## src/rtl/tsgd_pkg.sv

```systemverilog
package tsgd_pkg;

   localparam int COORD_X_BITS = 11;
   localparam int COORD_Y_BITS = 10;
   localparam int DIST_BITS    = 13;
   localparam int COUNT_BITS   = 2;
   localparam int ID_BITS      = 7;
   localparam int CSR_ADDR_BITS = 2;

   // Comparison width: wide enough for any magnitude and any threshold.
   localparam int CMP_BITS =
      (COORD_X_BITS > COORD_Y_BITS ?
         (COORD_X_BITS > DIST_BITS ? COORD_X_BITS : DIST_BITS) :
         (COORD_Y_BITS > DIST_BITS ? COORD_Y_BITS : DIST_BITS)) + 1;

   localparam int REQ_FIELD_BITS = COUNT_BITS + ID_BITS + COORD_X_BITS + COORD_Y_BITS + 1;
   localparam int REQ_DATA_BITS  = ((REQ_FIELD_BITS + 7) / 8) * 8;
   localparam int RSP_DATA_BITS  = 8;

   localparam logic [DIST_BITS-1:0] MIN_SWIPE_RESET  = DIST_BITS'(200);
   localparam logic [DIST_BITS-1:0] MIN_CHANGE_RESET = DIST_BITS'(120);
   localparam logic [DIST_BITS-1:0] MAX_CHANGE_RESET = DIST_BITS'(500);

   typedef enum logic [2:0] {
      DIR_NONE  = 3'd0,
      DIR_LEFT  = 3'd1,
      DIR_RIGHT = 3'd2,
      DIR_UP    = 3'd3,
      DIR_DOWN  = 3'd4
   } dir_type;

   typedef enum logic [CSR_ADDR_BITS-1:0] {
      CSR_MIN_SWIPE    = 2'd0,
      CSR_MIN_CHANGE   = 2'd1,
      CSR_MAX_CHANGE   = 2'd2,
      CSR_ALLOW_CHANGE = 2'd3
   } csr_addr_type;

   typedef struct packed {
      logic [DIST_BITS-1:0] min_swipe;
      logic [DIST_BITS-1:0] min_change;
      logic [DIST_BITS-1:0] max_change;
      logic                 allow_change;
   } cfg_type;

   typedef struct packed {
      logic [COUNT_BITS-1:0]   touch_count;
      logic [ID_BITS-1:0]      touch_id;
      logic [COORD_X_BITS-1:0] touch_x;
      logic [COORD_Y_BITS-1:0] touch_y;
      logic                    pad_click;
   } sample_type;

   typedef struct packed {
      dir_type                 held_dir;
      dir_type                 done_dir;
      logic                    blocked_valid;
      logic [ID_BITS-1:0]      blocked_id;
      logic                    previous_valid;
      logic [ID_BITS-1:0]      previous_id;
      logic [COORD_X_BITS-1:0] start_x;
      logic [COORD_Y_BITS-1:0] start_y;
      logic                    multi_touch;
      logic                    dir_locked;
   } gesture_type;

   typedef struct packed {
      dir_type current_dir;
      dir_type final_dir;
   } result_type;

endpackage

```

## src/rtl/tsgd_step.sv

```systemverilog
module tsgd_step import tsgd_pkg::*; (
   input  gesture_type state,
   input  cfg_type     cfg,
   input  sample_type  sample,
   output gesture_type next_state
);

   logic signed [COORD_X_BITS:0] dx;
   logic signed [COORD_Y_BITS:0] dy;
   logic [CMP_BITS-1:0]          ax;
   logic [CMP_BITS-1:0]          ay;
   logic [CMP_BITS-1:0]          lim;
   logic [CMP_BITS-1:0]          max_lim;
   logic                         blocked_now;
   logic [ID_BITS-1:0]           blocked_id_now;
   dir_type                      dir;

   always_comb begin
      dx = $signed({1'b0, sample.touch_x}) - $signed({1'b0, state.start_x});
      dy = $signed({1'b0, sample.touch_y}) - $signed({1'b0, state.start_y});
      ax = dx[COORD_X_BITS] ? CMP_BITS'(-dx) : CMP_BITS'(dx);
      ay = dy[COORD_Y_BITS] ? CMP_BITS'(-dy) : CMP_BITS'(dy);
      lim = (state.held_dir == DIR_NONE) ? CMP_BITS'(cfg.min_swipe) : CMP_BITS'(cfg.min_change);
      max_lim = CMP_BITS'(cfg.max_change);

      // Vertical wins a tie; a zero offset counts as right or down.
      if (ax > ay) begin
         dir = dx[COORD_X_BITS] ? DIR_LEFT : DIR_RIGHT;
      end else begin
         dir = dy[COORD_Y_BITS] ? DIR_UP : DIR_DOWN;
      end

      blocked_now    = state.blocked_valid | sample.pad_click;
      blocked_id_now = sample.pad_click ? sample.touch_id : state.blocked_id;
   end

   always_comb begin
      next_state = state;
      if (sample.touch_count == '0) begin
         next_state.multi_touch    = 1'b0;
         next_state.previous_valid = 1'b0;
         next_state.done_dir       = state.held_dir;
         next_state.blocked_valid  = 1'b0;
         next_state.held_dir       = DIR_NONE;
         next_state.dir_locked     = 1'b0;
      end else if (!state.multi_touch && sample.touch_count == COUNT_BITS'(1)) begin
         next_state.blocked_valid = blocked_now;
         next_state.blocked_id    = blocked_id_now;
         next_state.done_dir      = DIR_NONE;
         if (blocked_now && sample.touch_id == blocked_id_now) begin
            next_state.held_dir = DIR_NONE;
         end else if (!state.previous_valid || sample.touch_id != state.previous_id) begin
            next_state.previous_valid = 1'b1;
            next_state.previous_id    = sample.touch_id;
            next_state.start_x        = sample.touch_x;
            next_state.start_y        = sample.touch_y;
         end else if (state.held_dir != DIR_NONE && (ax > max_lim || ay > max_lim)) begin
            next_state.dir_locked = 1'b1;
         end else if (ax > lim || ay > lim) begin
            if (state.held_dir == DIR_NONE) begin
               next_state.held_dir = dir;
            end else if (dir != state.held_dir) begin
               if (cfg.allow_change && !state.dir_locked) begin
                  next_state.held_dir = dir;
               end else begin
                  // Change not permitted: finish the swipe and ignore this touch.
                  next_state.done_dir      = state.held_dir;
                  next_state.blocked_valid = 1'b1;
                  next_state.blocked_id    = sample.touch_id;
               end
            end
         end
      end else begin
         next_state.multi_touch = 1'b1;
      end
   end

endmodule

```

## src/rtl/tsgd_out_buf.sv

```systemverilog
module tsgd_out_buf import tsgd_pkg::*; (
   input  logic       clock,
   input  logic       reset,
   input  logic       in_valid,
   output logic       in_ready,
   input  result_type in_data,
   output logic       out_valid,
   input  logic       out_ready,
   output result_type out_data
);

   result_type entry_ff [2];
   logic       wr_ptr_ff, wr_ptr_in;
   logic       rd_ptr_ff, rd_ptr_in;
   logic [1:0] count_ff, count_in;
   logic       push;
   logic       pop;

   assign in_ready  = (count_ff != 2'd2);
   assign out_valid = (count_ff != 2'd0);
   assign out_data  = entry_ff[rd_ptr_ff];
   assign push      = in_valid & in_ready;
   assign pop       = out_valid & out_ready;

   always_comb begin
      wr_ptr_in = push ? ~wr_ptr_ff : wr_ptr_ff;
      rd_ptr_in = pop ? ~rd_ptr_ff : rd_ptr_ff;
      count_in  = count_ff + {1'b0, push} - {1'b0, pop};
   end

   always_ff @(posedge clock) begin
      if (reset) begin
         wr_ptr_ff <= 1'b0;
         rd_ptr_ff <= 1'b0;
         count_ff  <= 2'd0;
      end else begin
         wr_ptr_ff <= wr_ptr_in;
         rd_ptr_ff <= rd_ptr_in;
         count_ff  <= count_in;
      end
   end

   always_ff @(posedge clock) begin
      if (push) begin
         entry_ff[wr_ptr_ff] <= in_data;
      end
   end

endmodule

```

## src/rtl/touch_swipe_gesture_detector_core.sv

```systemverilog
// Single-finger swipe detector for touchpad samples. Each req beat carries one
// sample; exactly one rsp beat follows it with the held and the completed
// direction after that sample. A sample is evaluated in the cycle it is
// accepted (subtract, magnitude and threshold compare against the recorded
// start point) and its result is registered in a two-entry output buffer, so
// one sample per cycle is sustained unless the buffer is full. req_tready
// drops only when both buffer entries hold results not yet taken. The user must
// write thresholds over csr only while no sample is in flight (not enforced).
module touch_swipe_gesture_detector_core import tsgd_pkg::*; (
   input  logic                     clock,
   input  logic                     reset,
   input  logic                     req_tvalid,
   output logic                     req_tready,
   // touch_count, touch_id, touch_x, touch_y, pad_click, zero fill
   input  logic [REQ_DATA_BITS-1:0] req_tdata,
   output logic                     rsp_tvalid,
   input  logic                     rsp_tready,
   // current_direction, final_direction, zero fill
   output logic [RSP_DATA_BITS-1:0] rsp_tdata,
   input  logic                     csr_we,
   input  logic [CSR_ADDR_BITS-1:0] csr_addr,
   input  logic [DIST_BITS-1:0]     csr_wdata
);

   cfg_type     cfg_ff, cfg_in;
   gesture_type state_ff;
   gesture_type state_in;
   sample_type  sample;
   result_type  result;
   result_type  out_result;
   logic        accept;

   always_comb begin
      sample.touch_count = req_tdata[COUNT_BITS-1:0];
      sample.touch_id    = req_tdata[COUNT_BITS +: ID_BITS];
      sample.touch_x     = req_tdata[COUNT_BITS+ID_BITS +: COORD_X_BITS];
      sample.touch_y     = req_tdata[COUNT_BITS+ID_BITS+COORD_X_BITS +: COORD_Y_BITS];
      sample.pad_click   = req_tdata[COUNT_BITS+ID_BITS+COORD_X_BITS+COORD_Y_BITS];
   end

   always_comb begin
      cfg_in = cfg_ff;
      if (csr_we) begin
         unique case (csr_addr)
            CSR_MIN_SWIPE:    cfg_in.min_swipe    = csr_wdata;
            CSR_MIN_CHANGE:   cfg_in.min_change   = csr_wdata;
            CSR_MAX_CHANGE:   cfg_in.max_change   = csr_wdata;
            CSR_ALLOW_CHANGE: cfg_in.allow_change = csr_wdata[0];
            default:          cfg_in = cfg_ff;
         endcase
      end
   end

   always_ff @(posedge clock) begin
      if (reset) begin
         cfg_ff.min_swipe    <= MIN_SWIPE_RESET;
         cfg_ff.min_change   <= MIN_CHANGE_RESET;
         cfg_ff.max_change   <= MAX_CHANGE_RESET;
         cfg_ff.allow_change <= 1'b1;
      end else begin
         cfg_ff <= cfg_in;
      end
   end

   tsgd_step u_step (
      .state      (state_ff),
      .cfg        (cfg_ff),
      .sample     (sample),
      .next_state (state_in)
   );

   assign accept = req_tvalid & req_tready;

   always_ff @(posedge clock) begin
      if (reset) begin
         state_ff <= '0;
      end else if (accept) begin
         state_ff <= state_in;
      end
   end

   assign result.current_dir = state_in.held_dir;
   assign result.final_dir   = state_in.done_dir;

   tsgd_out_buf u_out_buf (
      .clock     (clock),
      .reset     (reset),
      .in_valid  (req_tvalid),
      .in_ready  (req_tready),
      .in_data   (result),
      .out_valid (rsp_tvalid),
      .out_ready (rsp_tready),
      .out_data  (out_result)
   );

   assign rsp_tdata = {2'b00, out_result.final_dir, out_result.current_dir};

endmodule
```

## config.mk

```make
export PLATFORM = sky130hd
export DESIGN_NAME = touch_swipe_gesture_detector_core
export DESIGN_NICKNAME = d
export VERILOG_FILES = /design/src/rtl/tsgd_pkg.sv /design/src/rtl/tsgd_step.sv /design/src/rtl/tsgd_out_buf.sv /design/src/rtl/touch_swipe_gesture_detector_core.sv
export SDC_FILE = /design/constraint.sdc
export NUM_CORES = 1
export LEC_CHECK = 0
export BUFFER_PORTS_ARGS = -buffer_cell sky130_fd_sc_hd__buf_2
export CORE_ASPECT_RATIO = 1.75
export CORE_UTILIZATION = 61
export CTS_CLUSTER_SIZE = 20
export DETAILED_ROUTE_END_ITERATION = 10
export PLACE_DENSITY = 0.81
export SYNTH_ARGS = -nofsm -noshare
export SYNTH_HDL_FRONTEND = slang
export SYNTH_SLANG_ARGS = --single-unit
```

## constraint.sdc

```tcl
create_clock -name clock -period 7.1 [get_ports clock]
set_input_delay 1.065 -clock clock [delete_from_list [all_inputs] [get_ports clock]]
set_output_delay 1.065 -clock clock [all_outputs]
set_load 0.02 [all_outputs]
```

* After elaboration in Yosys (flattened, before gate mapping)
Memory sizes are Yosys's and may differ from the RTL's. A register that Yosys moved wholly into a read port is not among the register bits.
Cells that the tools add are included.
** Word-level totals
- Output and inout bits :: 10
- Logic and storage cells :: 106
- Memories :: 1
- Register bits after elaboration :: 89
- RAM bits :: 12
** Operators by class
- Equal/unequal tests :: 11
- Mux-type cells :: 31
- Bitwise logic cells :: 7
- Reductions and logical operators :: 28
- Add/subtract/negate cells :: 6
- Magnitude comparators :: 5
** Memory list
- u_out_buf.entry_ff :: words 2, width 6, rd ports 1, clocked after memory_dff 1, write ports 1, RTL line tsgd_out_buf.sv:12 : result_type entry_ff [2];
** Operators by type and width (number)
- two-way mux 14 bit :: 6
- two-way mux 43 bit :: 1
- greater-than comparator 14 bit :: 3
- two-way mux 40 bit :: 1
- two-way mux 29 bit :: 1
- greater-than comparator 14 x 13 -> 1 bit :: 2
- two-way mux 11 bit :: 2
- two-way mux 3 bit :: 5
- two-way mux 7 bit :: 2
- negator 11 -> 14 bit :: 1
- negator 12 -> 14 bit :: 1
- two-way mux 13 bit :: 1
- AND reduction 2 bit :: 6
- subtractor 11 x 11 -> 12 bit :: 1
- subtractor 10 x 10 -> 11 bit :: 1
- two-way mux 1 bit :: 10
- AND reduction 5 bit :: 2
- nonzero test 2 bit :: 4
- == test 7 bit :: 1
- != test 7 bit :: 1
- != test 2 x 1 -> 1 bit (second input constant) :: 3
- == test 2 x 1 -> 1 bit (second input constant) :: 2
- == test 2 bit (second input constant) :: 2
- logical AND 1 bit :: 4
- 15 further kinds :: 25

* Depth between registers and ports, before layout
Gate-level depths: netlist of the first run.
- Depth after elaboration :: 14
- Mapped depth :: 24

* By module
A second synthesis of the first run with hierarchy kept.
** Second synthesis, totals
- Cell total of the unflattened synthesis :: 955
- Area, all modules :: 8200.4 µm²
** By module, submodules not included
- tsgd_step :: instances 1, area an instance 3962.6 µm², cells each 546
- touch_swipe_gesture_detector_core :: instances 1, area an instance 3557.2 µm², cells each 365
- tsgd_out_buf :: instances 1, area an instance 680.7 µm², cells each 44

* Least setup slack after synthesis of the first run
No wires, ideal clock.
- Path type :: input port to flip-flop
- Start point :: in req_tdata[9]
- End point :: reg state_ff[31] (netlist bit)
- Cell stages on the path :: 24
- Setup slack :: 1281 ps
- Buffers on the path :: 1
- Arrival time :: 5700 ps
- Cell sequence :: inv_1 ha_1 inv_1 fa_1 a21o_1 a21oi_1 o21bai_1 a2111oi_0 nor3_1 xnor2_1 nand2_1 or4_1 nor2_1 ha_1 a21o_1 a21oi_1 o221ai_1 o21a_1 or4_1 o21a_1 and3b_4 a2bb2o_4 buf_6 mux2i_1
** On the way
- Longest elaborated chain between the ends :: 12
- Elaborated cells between the ends (all ways) :: 18
** RTL lines
- from (decl) :: RTL line touch_swipe_gesture_detector_core.sv:15 : input logic [REQ_DATA_BITS-1:0] req_tdata,
- subtractor 11 x 11 -> 12 bit * :: RTL line tsgd_step.sv:19 : dx = $signed({1'b0, sample.touch_x}) - $signed({1'b0, state.start_x});
- negator 12 -> 14 bit :: RTL line tsgd_step.sv:21 : ax = dx[COORD_X_BITS] ? CMP_BITS'(-dx) : CMP_BITS'(dx);
- two-way mux 14 bit :: RTL line tsgd_step.sv:21
- greater-than comparator 14 bit :: RTL line tsgd_step.sv:27 : if (ax > ay) begin
- two-way mux 3 bit :: RTL line tsgd_step.sv:27
- != test 3 bit :: RTL line tsgd_step.sv:62 : end else if (dir != state.held_dir) begin
- two-way mux 14 bit :: RTL line tsgd_step.sv:62
- two-way mux 11 bit :: RTL line tsgd_step.sv:60 : if (state.held_dir == DIR_NONE) begin
- two-way mux 14 bit :: RTL line tsgd_step.sv:59 : end else if (ax > lim || ay > lim) begin
- two-way mux 14 bit * :: RTL line tsgd_step.sv:57 : end else if (state.held_dir != DIR_NONE && (ax > max_lim || ay > max_lim)) begin
- two-way mux 14 bit * :: RTL line tsgd_step.sv:52 : end else if (!state.previous_valid || sample.touch_id != state.previous_id) begin
- two-way mux 40 bit * :: RTL line tsgd_step.sv:50 : if (blocked_now && sample.touch_id == blocked_id_now) begin
- to (signal assigned) :: RTL line touch_swipe_gesture_detector_core.sv:78 : state_ff <= state_in;
- to (decl) :: RTL line touch_swipe_gesture_detector_core.sv:26 : gesture_type state_ff;
Mark *: on every way between the ends. The rest lies on a longest branch, timed or not. The select of a mux whose other input is x is not followed.
A chain may end at the register's enable or synchronous reset.

==> results of run 1 <==
==> cell usage after synthesis (5+ instances only) <==
cell	count	area (µm²)
nor4_1	9	56.30
xnor2_1	35	306.5
nor2_1	43	161.4
nor3b_1	5	37.54
nand3b_1	15	112.6
mux2i_1	20	200.2
o211ai_1	8	60.06
nand2_1	161	604.3
a21oi_1	97	485.5
o21ai_0	24	120.1
nand4_1	15	93.84
xor2_1	16	140.1
clkbuf_1	26	97.59
a211oi_1	8	60.06
dfxtp_1	90	1802
o21bai_1	5	37.54
mux2_2	7	78.83
edfxtp_1	12	360.4
nor2b_1	11	68.82
a31oi_1	6	37.54
a21o_1	21	157.7
inv_1	61	229.0
nand2b_1	21	131.4
o21a_1	6	45.04
nor3_1	9	45.04
nand3_1	10	50.05
ha_1	91	1139
and4_1	5	43.79
==> metal layers <==
| metal | track usage | part of all wire |
|---|---|---|
| met2 | 0.5197 | 0.53 |
| met3 | 0.03561 | 0.024 |
| met4 | 0.1431 | 0.045 |
| met5 | 0 | 0 |
| met1 | 0.2920 | 0.40 |
==> cell type report <==
| cell class | instances | share of cell area |
|---|---|---|
| multi-input combinational | 712 | 0.5971 |
| sequential | 102 | 0.2708 |
| timing repair buffer | 62 | 0.04012 |
| clock buffer | 11 | 0.03181 |
| inverter | 62 | 0.02915 |
| tap | 135 | 0.02116 |
| clock inverter | 4 | 0.009873 |
==> kinds of logic (layout without fill, tap and decap cells) <==
logic type / after synthesis / in the layout / share of synthesized area
AND/OR/NAND/NOR: 327 / 327 / 0.2175
XOR/XNOR: 51 / 51 / 0.06176
flip-flops: 102 / 102 / 0.2990
buffers and inverters: 92 / 139 / 0.04982
adder cells (fa/ha/maj): 93 / 93 / 0.1630
AO/OA/AOI/OAI: 201 / 201 / 0.1694
multiplexers: 27 / 27 / 0.03858
other: 2 / 13 / 0.001038
==> through the flow <==
| stage | hold WS, ns | util | worst slack, ns | power, mW | cell area (µm²) |
|---|---|---|---|---|---|
| finish | 0.4532 | 0.6894 | 0.8848 | 1.745 | 7984 |
| global placement | 0.4409 | 0.6607 | 0.6854 | 1.181 | 7651 |
| floorplan | 0.4329 | - | 1.281 | 1.057 | 7273 |
| detailed placement | 0.4463 | 0.6607 | 0.6079 | 1.197 | 7651 |
| global route | 0.4731 | 0.6894 | 0.5649 | 1.841 | 7984 |
| CTS | 0.4555 | 0.6894 | 0.9140 | 1.747 | 7984 |
==> report_power, final <==
group | switching [mW] | internal (mW)
registers | 0.0206 | 0.621
logic | 0.326 | 0.227
clock network | 0.219 | 0.331
total | 0.565 | 1.18
==> sequential cells by signal, summed over array words and instances (netlist names), named ones only <==
signal / flops
state_ff: 45
cfg_ff: 40
u_out_buf.entry_ff: 12
u_out_buf.count_ff: 2
u_out_buf.rd_ptr_ff: 1
u_out_buf.wr_ptr_ff: 1
==> how the worst min path moves through the flow <==
stage	end	slack [ns]	cells after the start
after floorplan	cfg_ff[27]	0.43	2
after global placement	cfg_ff[26]	0.44	2
after detailed placement	cfg_ff[31]	0.45	2
after CTS	cfg_ff[31]	0.46	2
after global routing	state_ff[18]	0.47	2
final	state_ff[17]	0.45	2
==> worst reg2reg max path, cell delays in order, from the launching register on <==
cell	delay (ns)
dfxtp_1	0.34
ha_1	0.18
inv_1	0.06
fa_1	0.40
a21o_1	0.17
a21oi_1	0.23
o21bai_1	0.13
a2111oi_0	0.40
nor3_1	0.15
xnor2_1	0.24
nand2_1	0.12
or4_1	0.47
nor2_1	0.30
ha_1	0.24
and4_1	0.20
nand4_1	0.17
a211oi_1	0.24
a2111oi_0	0.10
o22ai_1	0.30
nor2b_1	0.37
nand4b_1	0.29
a31oi_1	0.24
o31ai_1	0.11
==> metrics.md, run 1 <==
| Metric | Value |
|---|---|
| Status | `finished with violations` |
| Failing checks | `DRC` |
| Drc violations | `3` |
| Layout cells sized above 1 | `0.09969` |
| Reg-to-reg startpoint | `state_ff[12]` |
| Final hold vios | `0` |
| Setup Skew | `0.01155 ns` |
| Syn. warnings | `0` |
| Reg area | `between 2000 and 2500 µm²` |
| Avg Cell Area, Syn | `around 8.1 µm²` |
| Synthesized flop and latch total | `102` |
| Top FF cell, synth | `dfxtp_1` |
| Unrepaired setup endpoints after global routing | `no` |
| Mapped cell area | `approximately 7200 µm²` |
| Hold_sp | `state_ff[17]` |
| Crit path to | `u_out_buf.entry_ff[1][4]` |
| Ys async rst share | `0` |
| Crit path buf inv count | `3` |
| Hold WC Path Type | `reg2reg` |
| Reg-to-reg slack, setup | `about 1.4 ns` |
| Power Dens Cells | `roughly 220 nW/µm²` |
| Layout fillers | `roughly 1000` |
| Max Cap Viol | `0` |
| Min Tclk post-route | `around 6.2 ns` |
| H-tree levels | `3` |
| Final wirelength | `16550 µm` |
| Period Utilization, post-route | `0.8754` |
| Crit-path max FO | `5` |
| Initial DRC Count | `between 200 and 300` |
| Final net count | `around 1100` |
| Worst R2R End | `u_out_buf.entry_ff[1][4]` |
| Levels on crit path | `24` |
| Setup_tns | `0 ns` |
| Maximum vdd drop | `between 0.15 and 0.2 mV` |
| WP data required | `7.18 ns` |
| CP startpoint kind | `input pin` |
| Worst reg2reg path depth | `22` |
| Initial antenna violation count | `0` |
| Final setup vio count | `0` |
| Routed Antenna Nets | `0` |
| Die width | `approximately 84 µm` |
| Die Area | `12310 µm²` |
| Placeable core region | `about 12000 µm²` |
| Cell count after synthesis | `around 900` |
| Die Ht | `146.0 µm` |
| Critical path capture point type | `flop` |
| Static Leak | `about 3.4 nW` |
| Area Overhead vs Synth | `10.40%` |
| Finished Layout Cells | `~1100` |
| Crit-path max cell delay | `0.47 ns` |
| Largest net degree at the start of global routing | `between 90 and 100` |
| Max-slew violations | `0` |
| Max Clk Rate | `~0.16 GHz` |
| Worst EP arrival | `approximately 6.3 ns` |
| Routed length per instance | `15.22 µm` |
| CTS tree | `yes` |
| IO buf count | `just under 60` |
| All-Layer GR Usage | `0.2752` |
| GPL Wtd Cong | `approximately 0.93` |
| First-pass GRT wire length | `roughly 27000 µm` |
| Top delay family on crit path | `simple AND/OR/NAND/NOR gates` |
| Drt pass-1 iters | `10` |
| Number of global-route vias before repair | `6120` |
| DR vias | `6409` |
| Commonest non-fill, non-tap cell in the layout | `nand2_1` |
| Post-CTS setup buffer count | `0` |
| Post-cts resize count | `0` |
| Core Rows | `between 50 and 60` |
| CP Class | `in2reg` |
| CP max-delay cell | `or4_1` |
| Ports | `between 60 and 70` |
| N_diodes | `0` |
| Crit-path cells | `buf_2 -> inv_1 -> ha_1 -> inv_1 -> fa_1 -> a21o_1 -> a21oi_1 -> o21bai_1 -> a2111oi_0 -> nor3_1 -> xnor2_1 -> nand2_1 -> or4_1 -> nor2_1 -> ha_1 -> and4_1 -> nand4_1 -> a211oi_1 -> a2111oi_0 -> o22ai_1 -> nor2b_1 -> nand4b_1 -> a31oi_1 -> o31ai_1` |
| CP Launch Point | `req_tdata[9]` |
| Clock root cell | `clkbuf_16` |
| Area occupied by multi-input gates | `between 4000 and 5000 µm²` |
| HPWL Detailed | `about 13000 µm` |
| Worst rel slew slack | `0.2326` |
| Register area share after synthesis | `0.2990` |
| Slew @ Worst Pin | `1.151 ns` |
| Routed vias/inst | `about 6` |
| Worst-Skew Late Latency | `about 0.35 ns` |
| Initial core utilization | `0.6245` |
| Cts hold-fix bufs | `0` |
| Cell count after placement | `1073` |
| Post-synth EDFFs | `12` |
| CTS clk-pin slew, worst paths | `0.06 ns` |
| Clock buffer depth | `2` |
| Synth cell types | `59` |
| CTS sink count | `just over 100` |
| Most frequent cells in the layout | `nand2_1 (161), a21oi_1 (97), ha_1 (91)` |
| CTS buffer count | `9` |
| Total congestion overflow | `0` |
Note: power is estimated with default switching activity, not from simulation.
==> run 2: changes to the inputs <==
--- a/config.mk
+++ b/config.mk
@@ -7,10 +7,11 @@
 export LEC_CHECK = 0
 export BUFFER_PORTS_ARGS = -buffer_cell sky130_fd_sc_hd__buf_2
 export CORE_ASPECT_RATIO = 1.75
-export CORE_UTILIZATION = 61
+export CORE_UTILIZATION = 55
 export CTS_CLUSTER_SIZE = 20
 export DETAILED_ROUTE_END_ITERATION = 10
-export PLACE_DENSITY = 0.81
+export PLACE_DENSITY = 0.74
 export SYNTH_ARGS = -nofsm -noshare
 export SYNTH_HDL_FRONTEND = slang
+export SYNTH_HIERARCHICAL = 1
 export SYNTH_SLANG_ARGS = --single-unit
==> metrics.md, run 2 <==
| Metric | Value |
|---|---|
| Power Dens Cells | `206.8 nW/µm² (was 218.6 nW/µm²)` |
| Max Clk Rate | `0.1572 GHz (was 0.1609 GHz)` |
| Commonest non-fill, non-tap cell in the layout | `ha_1 (was nand2_1)` |
| Ranking of synthesized cells by area | `dfxtp_1 (22%), ha_1 (14%), mux2i_1 (6.2%) (was dfxtp_1 (25%), ha_1 (16%), nand2_1 (8.4%))` |
| Critical path capture point type | `flop (unchanged)` |
| Worst EP arrival | `6.55 ns (was 6.30 ns)` |
| Max reg flops | `45 (unchanged)` |
| First-pass GRT wire length | `30080 µm (was 27250 µm)` |
| Worst-Skew Late Latency | `0.35 ns (about the same)` |
| Compound-gate portion of the synthesized area | `0.2202 (was 0.1694)` |
| Number of global-route vias before repair | `6557 (was 6120)` |
| CP Class | `in2reg (unchanged)` |
| Syn. warnings | `6 (was 0)` |
| Area leader, netlist | `dfxtp_1 (unchanged)` |
| CP max-delay cell | `o41ai_1 (was or4_1)` |
| Post-synth EDFFs | `12 (unchanged)` |
| Clock buffer depth | `2 (unchanged)` |
| Status | `finished, final reports clean (was finished with violations)` |
| CTS tree | `yes (unchanged)` |
| Clock root cell | `clkbuf_16 (unchanged)` |
| Worst rel slew slack | `0.3201 (was 0.2326)` |
| Final setup vio count | `0 (unchanged)` |
| CP startpoint kind | `input pin (unchanged)` |
| Maximum vdd drop | `0.1552 mV (was 0.1508 mV)` |
| Unrepaired setup endpoints after global routing | `no (unchanged)` |
| Initial DRC Count | `275 (was 282)` |
| Die width | `94.31 µm (was 84.31 µm)` |
| Routed Antenna Nets | `0 (unchanged)` |
| All-Layer GR Usage | `0.2450 (was 0.2752)` |
| Die Ht | `163.5 µm (was 146.0 µm)` |
| Drt pass-1 iters | `5 (was 10)` |
| H-tree levels | `3 (unchanged)` |
| IO buf count | `58 (unchanged)` |
| Most frequent cells in the layout | `ha_1 (91), dfxtp_1 (90), a21oi_1 (88) (was nand2_1 (161), a21oi_1 (97), ha_1 (91))` |
| Max Cap Viol | `0 (unchanged)` |
| Ports | `62 (unchanged)` |
| Hold WC Path Type | `reg2reg (unchanged)` |
| GPL Wtd Cong | `0.8987 (was 0.9279)` |
| Top FF cell, synth | `dfxtp_1 (unchanged)` |
| Max-slew violations | `0 (unchanged)` |
| CTS clk-pin slew, worst paths | `0.08 ns (was 0.06 ns)` |
| Post-synthesis simple-gate area fraction | `0.1715 (was 0.2175)` |
| Final net count | `1137 (was 1094)` |
| Area Overhead vs Synth | `8.743% (was 10.40%)` |
| Post-cts resize count | `0 (unchanged)` |
| Setup_tns | `0 ns (unchanged)` |
| WP data required | `7.29 ns (was 7.18 ns)` |
| Hold slack | `0.4760 ns (was 0.4532 ns)` |
| Top cells by count, synth | `ha_1 (91), dfxtp_1 (90), a21oi_1 (88), inv_1 (60), nor2_1 (57) (was nand2_1 (161), a21oi_1 (97), ha_1 (91), dfxtp_1 (90), inv_1 (61))` |
| Synth Area in XOR/XNOR | `0.05020 (was 0.06176)` |
| Reg with most FFs | `state_ff (unchanged)` |
| Largest family of logic cells by synthesized area | `compound AO/OA/AOI/OAI gates (was simple AND/OR/NAND/NOR gates)` |
| HPWL Detailed | `13520 µm (was 12700 µm)` |
| Synthesized flop and latch total | `102 (unchanged)` |
| Post-CTS setup buffer count | `0 (unchanged)` |
| Ys async rst share | `0 (unchanged)` |
| Routed vias/inst | `5.806 (was 5.891)` |
| Initial core utilization | `0.5678 (was 0.6245)` |
| Cell count after synthesis | `955 (was 895)` |
| Core Rows | `58 (was 52)` |
| Placeable core region | `14440 µm² (was 11580 µm²)` |
| Period Utilization, post-route | `0.8959 (was 0.8754)` |
| CTS sink count | `102 (unchanged)` |
| Largest net degree at the start of global routing | `112 (was 98)` |
| Largest regs | `state_ff: 45 flops, cfg_ff: 40 flops, u_out_buf/entry_ff: 12 flops (was state_ff: 45 flops, cfg_ff: 40 flops, u_out_buf.entry_ff: 12 flops)` |
| Min Tclk post-route | `6.361 ns (was 6.215 ns)` |
| Routed length per instance | `15.51 µm (was 15.22 µm)` |
| Crit-path max cell delay | `0.50 ns (was 0.47 ns)` |
| Drc violations | `0 (was 3)` |
| Layout cells sized above 1 | `0.1675 (was 0.09969)` |
| N_diodes | `0 (unchanged)` |
| Final hold vios | `0 (unchanged)` |
| Static Leak | `3.816 nW (was 3.413 nW)` |
| Initial antenna violation count | `0 (unchanged)` |
| Avg Cell Area, Syn | `8.587 µm² (was 8.080 µm²)` |
| Post-synthesis adder-cell area fraction | `0.1437 (was 0.1630)` |
| CTS buffer count | `9 (unchanged)` |
| Total congestion overflow | `0 (unchanged)` |
| Setup Skew | `0.01271 ns (was 0.01155 ns)` |
| Mapped cell area | `8200 µm² (was 7232 µm²)` |
| Slew @ Worst Pin | `1.020 ns (was 1.151 ns)` |
| Final wirelength | `18250 µm (was 16550 µm)` |
| Mux contribution to synthesized area | `0.09567 (was 0.03858)` |
| Synth cell types | `75 (was 59)` |
| Die Area | `15420 µm² (was 12310 µm²)` |
| Crit-path max FO | `7 (was 5)` |
| Share of the synthesized area in the top cell type | `0.2197 (was 0.2491)` |
| Cts hold-fix bufs | `0 (unchanged)` |
| Register area share after synthesis | `0.2637 (was 0.2990)` |
| DR vias | `6834 (was 6409)` |
| Top-count cell post-synth | `ha_1 (was nand2_1)` |
run 2: changes by cell type in the layout (fill, tap and decap cells not counted), sizes merged, moves of 9 or more:
cell,change
xnor2,-9
nor2,+14
nand2,-116
nand3,+47
nand2b,+20
o21ai,+15
mux2,+17
mux2i,+31
a21oi,-9
nand3b,-12
a21bo,+45
run 2: per-layer routing:
layer / wire length (µm) / track usage / vias up / share of wire
met5: 0 / 0 / - / 0
met4: 515 / 0.09720 / 0 / 0.028
met3: 432 / 0.03212 / 28 / 0.024
met2: 9563 / 0.4552 / 110 / 0.52
met1: 7739 / 0.2740 / 3204 / 0.42
li1: - / - / 3492 / -
run 2: worst paths after layout:
path                      from  cells past startpoint      endpoint  slack (ns)
hold / removal      cfg_ff[29]                      2    cfg_ff[29]        0.48
setup reg to reg  state_ff[12]                     24  state_ff[37]        1.24
hold reg to reg     cfg_ff[29]                      2    cfg_ff[29]        0.48
setup / recovery  req_tdata[9]                     26  state_ff[37]        0.74
run 2: cell type report:
cell class | count | area [µm²]
Sequential cell | 102 | 2162
Timing Repair Buffer | 66 | 352.8
Multi-Input combinational cell | 753 | 5643
Clock inverter | 6 | 80.08
Clock buffer | 10 | 229.0
Inverter | 60 | 225.2
Tap cell | 180 | 225.2
Fill cell | 1312 | 5524
run 2: logic make-up after synthesis:
| logic type | count (synthesis) |
|---|---|
| muxes | 75 |
| AOI/OAI and AO/OA | 259 |
| other | 3 |
| xor gates and xnor gates | 47 |
| adders and majority gates | 93 |
| buffers and inverters | 110 |
| and+or+nand+nor | 266 |
| DFF | 102 |
run 2: critical path, delay by kind of cell:
kind                       cells  cell delay (ns)
AOI/OAI and AO/OA              9             2.30
xor gates and xnor gates       2             0.63
adders and majority gates      3             0.88
muxes                          1             0.34
and+or+nand+nor                6             0.67
buffers and inverters          5             0.64
run 2: power breakdown:
| group | switching [mW] | total, mW | internal (mW) |
|---|---|---|---|
| registers | 0.0249 | 0.648 | 0.623 |
| logic | 0.414 | 0.678 | 0.264 |
| clock network | 0.237 | 0.518 | 0.280 |
| total | 0.676 | 1.84 | 1.17 |
run 2: metrics by stage:
| stage | total power [mW] | std cells | utilization | setup slack [ns] | area [µm²] |
|---|---|---|---|---|---|
| after global routing | 1.966 | 1177 | 0.6175 | 0.4324 | 8917 |
| after detailed placement | 1.335 | 1161 | 0.5961 | 0.4434 | 8608 |
| after CTS | 1.860 | 1177 | 0.6175 | 0.7847 | 8917 |
| after floorplan | 1.169 | 965 | - | 1.113 | 8238 |
| final | 1.844 | 1177 | 0.6175 | 0.7388 | 8917 |
| after global placement | 1.316 | 1161 | 0.5961 | 0.4994 | 8608 |
==> run 3: changes to the inputs <==
--- a/config.mk
+++ b/config.mk
@@ -13,5 +13,4 @@
 export PLACE_DENSITY = 0.74
 export SYNTH_ARGS = -nofsm -noshare
 export SYNTH_HDL_FRONTEND = slang
-export SYNTH_HIERARCHICAL = 1
 export SYNTH_SLANG_ARGS = --single-unit
==> metrics.md, run 3 (synthesis gave the netlist of run 1 again) <==
| Metric | Value |
|---|---|
| Status | `finished, final reports clean (unchanged)` |
| Worst EP arrival | `6.34 ns (was 6.55 ns)` |
| Routed length per instance | `14.96 µm (was 15.51 µm)` |
| Period Utilization, post-route | `0.8757 (was 0.8959)` |
| Drc violations | `0 (unchanged)` |
| Final setup vio count | `0 (unchanged)` |
| Drt pass-1 iters | `5 (unchanged)` |
| Cts hold-fix bufs | `0 (unchanged)` |
| DR vias | `6293 (was 6834)` |
| Worst-Skew Late Latency | `0.35 ns (about the same)` |
| Post-Place Setup Slack | `0.5839 ns (was 0.4434 ns)` |
| Commonest non-fill, non-tap cell in the layout | `nand2_1 (was ha_1)` |
| Post-CTS setup buffer count | `0 (unchanged)` |
| Die Ht | `153.7 µm (was 163.5 µm)` |
| Max-slew violations | `0 (unchanged)` |
| H-tree levels | `3 (unchanged)` |
| CTS buffer count | `9 (unchanged)` |
| Most frequent cells in the layout | `nand2_1 (161), a21oi_1 (97), ha_1 (91) (was ha_1 (91), dfxtp_1 (90), a21oi_1 (88))` |
| CP Class | `in2reg (unchanged)` |
| WP data required | `7.23 ns (was 7.29 ns)` |
| Initial core utilization | `0.5620 (was 0.5678)` |
| Slew @ Worst Pin | `1.188 ns (was 1.020 ns)` |
| Reg with most FFs | `state_ff (unchanged)` |
| Post-cts resize count | `0 (unchanged)` |
| Cell count after placement | `1109 (was 1161)` |
| Placeable core region | `12870 µm² (was 14440 µm²)` |
| Unrepaired setup endpoints after global routing | `no (unchanged)` |
| Setup WS post-layout | `0.8827 ns (was 0.7388 ns)` |
| Finished Layout Cells | `1125 (was 1177)` |
| Max reg flops | `45 (unchanged)` |
| Area Overhead vs Synth | `10.31% (was 8.743%)` |
| IO buf count | `58 (unchanged)` |
| Ports | `62 (unchanged)` |
| Initial antenna violation count | `0 (unchanged)` |
| Largest regs | `state_ff: 45 flops, cfg_ff: 40 flops, u_out_buf.entry_ff: 12 flops (was state_ff: 45 flops, cfg_ff: 40 flops, u_out_buf/entry_ff: 12 flops)` |
| Setup Skew | `0.01045 ns (was 0.01271 ns)` |
| Worst R2R End | `u_out_buf.entry_ff[1][3] (was state_ff[37])` |
| Worst Hold Path EP | `state_ff[6] (was cfg_ff[29])` |
| Reg-to-reg slack, setup | `1.40 ns (was 1.24 ns)` |
| GPL Wtd Cong | `0.9114 (was 0.8987)` |
| Routed vias/inst | `5.594 (was 5.806)` |
| HPWL Detailed | `13110 µm (was 13520 µm)` |
| Worst rel slew slack | `0.2081 (was 0.3201)` |
| Post-route cell area | `7978 µm² (was 8917 µm²)` |
| Routed Antenna Nets | `0 (unchanged)` |
| Setup_tns | `0 ns (unchanged)` |
| CP startpoint kind | `input pin (unchanged)` |
| Core Rows | `55 (was 58)` |
| Final wirelength | `16830 µm (was 18250 µm)` |
| Static Leak | `3.392 nW (was 3.816 nW)` |
| Largest net degree at the start of global routing | `52 (was 112)` |
| Final net count | `1094 (was 1137)` |
| Final hold vios | `0 (unchanged)` |
| Die width | `88.68 µm (was 94.31 µm)` |
| CTS sink count | `102 (unchanged)` |
| Worst reg2reg path depth | `21 (was 24)` |
| Number of global-route vias before repair | `6248 (was 6557)` |
| Post-layout util | `0.6199 (was 0.6175)` |
| First-pass GRT wire length | `28480 µm (was 30080 µm)` |
| Reg-to-reg startpoint | `state_ff[12] (unchanged)` |
| Clock buffer depth | `2 (unchanged)` |
| All-Layer GR Usage | `0.2662 (was 0.2450)` |
| Hold_sp | `state_ff[6] (was cfg_ff[29])` |
| Crit-path max FO | `5 (was 7)` |
| Clock root cell | `clkbuf_16 (unchanged)` |
| Initial DRC Count | `223 (was 275)` |
| N_diodes | `0 (unchanged)` |
| Min Tclk post-route | `6.217 ns (was 6.361 ns)` |
| Layout cells sized above 1 | `0.1006 (was 0.1675)` |
| Max Clk Rate | `0.1608 GHz (was 0.1572 GHz)` |
| Power Dens Cells | `208.7 nW/µm² (was 206.8 nW/µm²)` |
| CTS tree | `yes (unchanged)` |
| Max Cap Viol | `0 (unchanged)` |
| Placed Area | `7696 µm² (was 8608 µm²)` |
| Hold Path Depth | `2 (unchanged)` |
| Critical path capture point type | `flop (unchanged)` |
| CTS clk-pin slew, worst paths | `0.07 ns (was 0.08 ns)` |
| Die Area | `13630 µm² (was 15420 µm²)` |
| Hold WC Path Type | `reg2reg (unchanged)` |
| Total congestion overflow | `0 (unchanged)` |
| Maximum vdd drop | `0.1238 mV (was 0.1552 mV)` |
[run 3: worst max-delay path by stage]
stage,to,start
floorplan,state_ff[31],req_tdata[9]
global placement,state_ff[43],req_tdata[9]
detailed placement,u_out_buf.entry_ff[0][4],req_tdata[9]
CTS,u_out_buf.entry_ff[0][4],req_tdata[9]
global route,u_out_buf.entry_ff[0][4],req_tdata[9]
finish,u_out_buf.entry_ff[1][3],req_tdata[9]
[run 3: stage by stage]
step | hold slack, ns | total power, mW
after floorplan | 0.4329 | 1.057
after global placement | 0.4398 | 1.187
after detailed placement | 0.4463 | 1.199
after CTS | 0.4554 | 1.679
after global routing | 0.4711 | 1.775
final | 0.4534 | 1.665
[run 3: critical path: stages]
cell       delay [ns]
buf_2            0.10
inv_1            0.05
ha_1             0.17
inv_1            0.06
fa_1             0.40
a21o_1           0.17
a21oi_1          0.22
o21bai_1         0.12
a2111oi_0        0.40
nor3_1           0.15
xnor2_1          0.27
nand2_1          0.12
or4_1            0.47
nor2_1           0.30
ha_1             0.24
and4_1           0.21
nand4_1          0.15
a211oi_1         0.24
a2111oi_0        0.10
o22ai_1          0.31
nor2b_1          0.38
nand4b_1         0.27
o31ai_1          0.38
[run 3: per-layer routing]
metal,wire length (µm),up-vias,global-route usage,part of all wire
li1,-,3225,-,-
met1,6837,2917,0.2879,0.41
met2,8995,110,0.4930,0.53
met3,375,41,0.03382,0.022
met4,625,0,0.1252,0.037
met5,0,-,0,0
[run 3: power breakdown]
group          total (mW)  switching, mW  internal [mW]
Clock               0.474          0.231          0.243
Sequential          0.642         0.0209          0.621
Combinational       0.549          0.322          0.226
Total                1.66          0.574           1.09
[run 3: area by class of cell]
| cell class | instances | area, µm² |
|---|---|---|
| timing repair buffer | 62 | 320.3 |
| sequential | 102 | 2162 |
| clock inverter | 7 | 56.30 |
| inverter | 62 | 232.7 |
| fill | 1209 | 4891 |
| clock buffer | 9 | 225.2 |
| tap | 171 | 214.0 |
| multi-input combinational | 712 | 4767 |
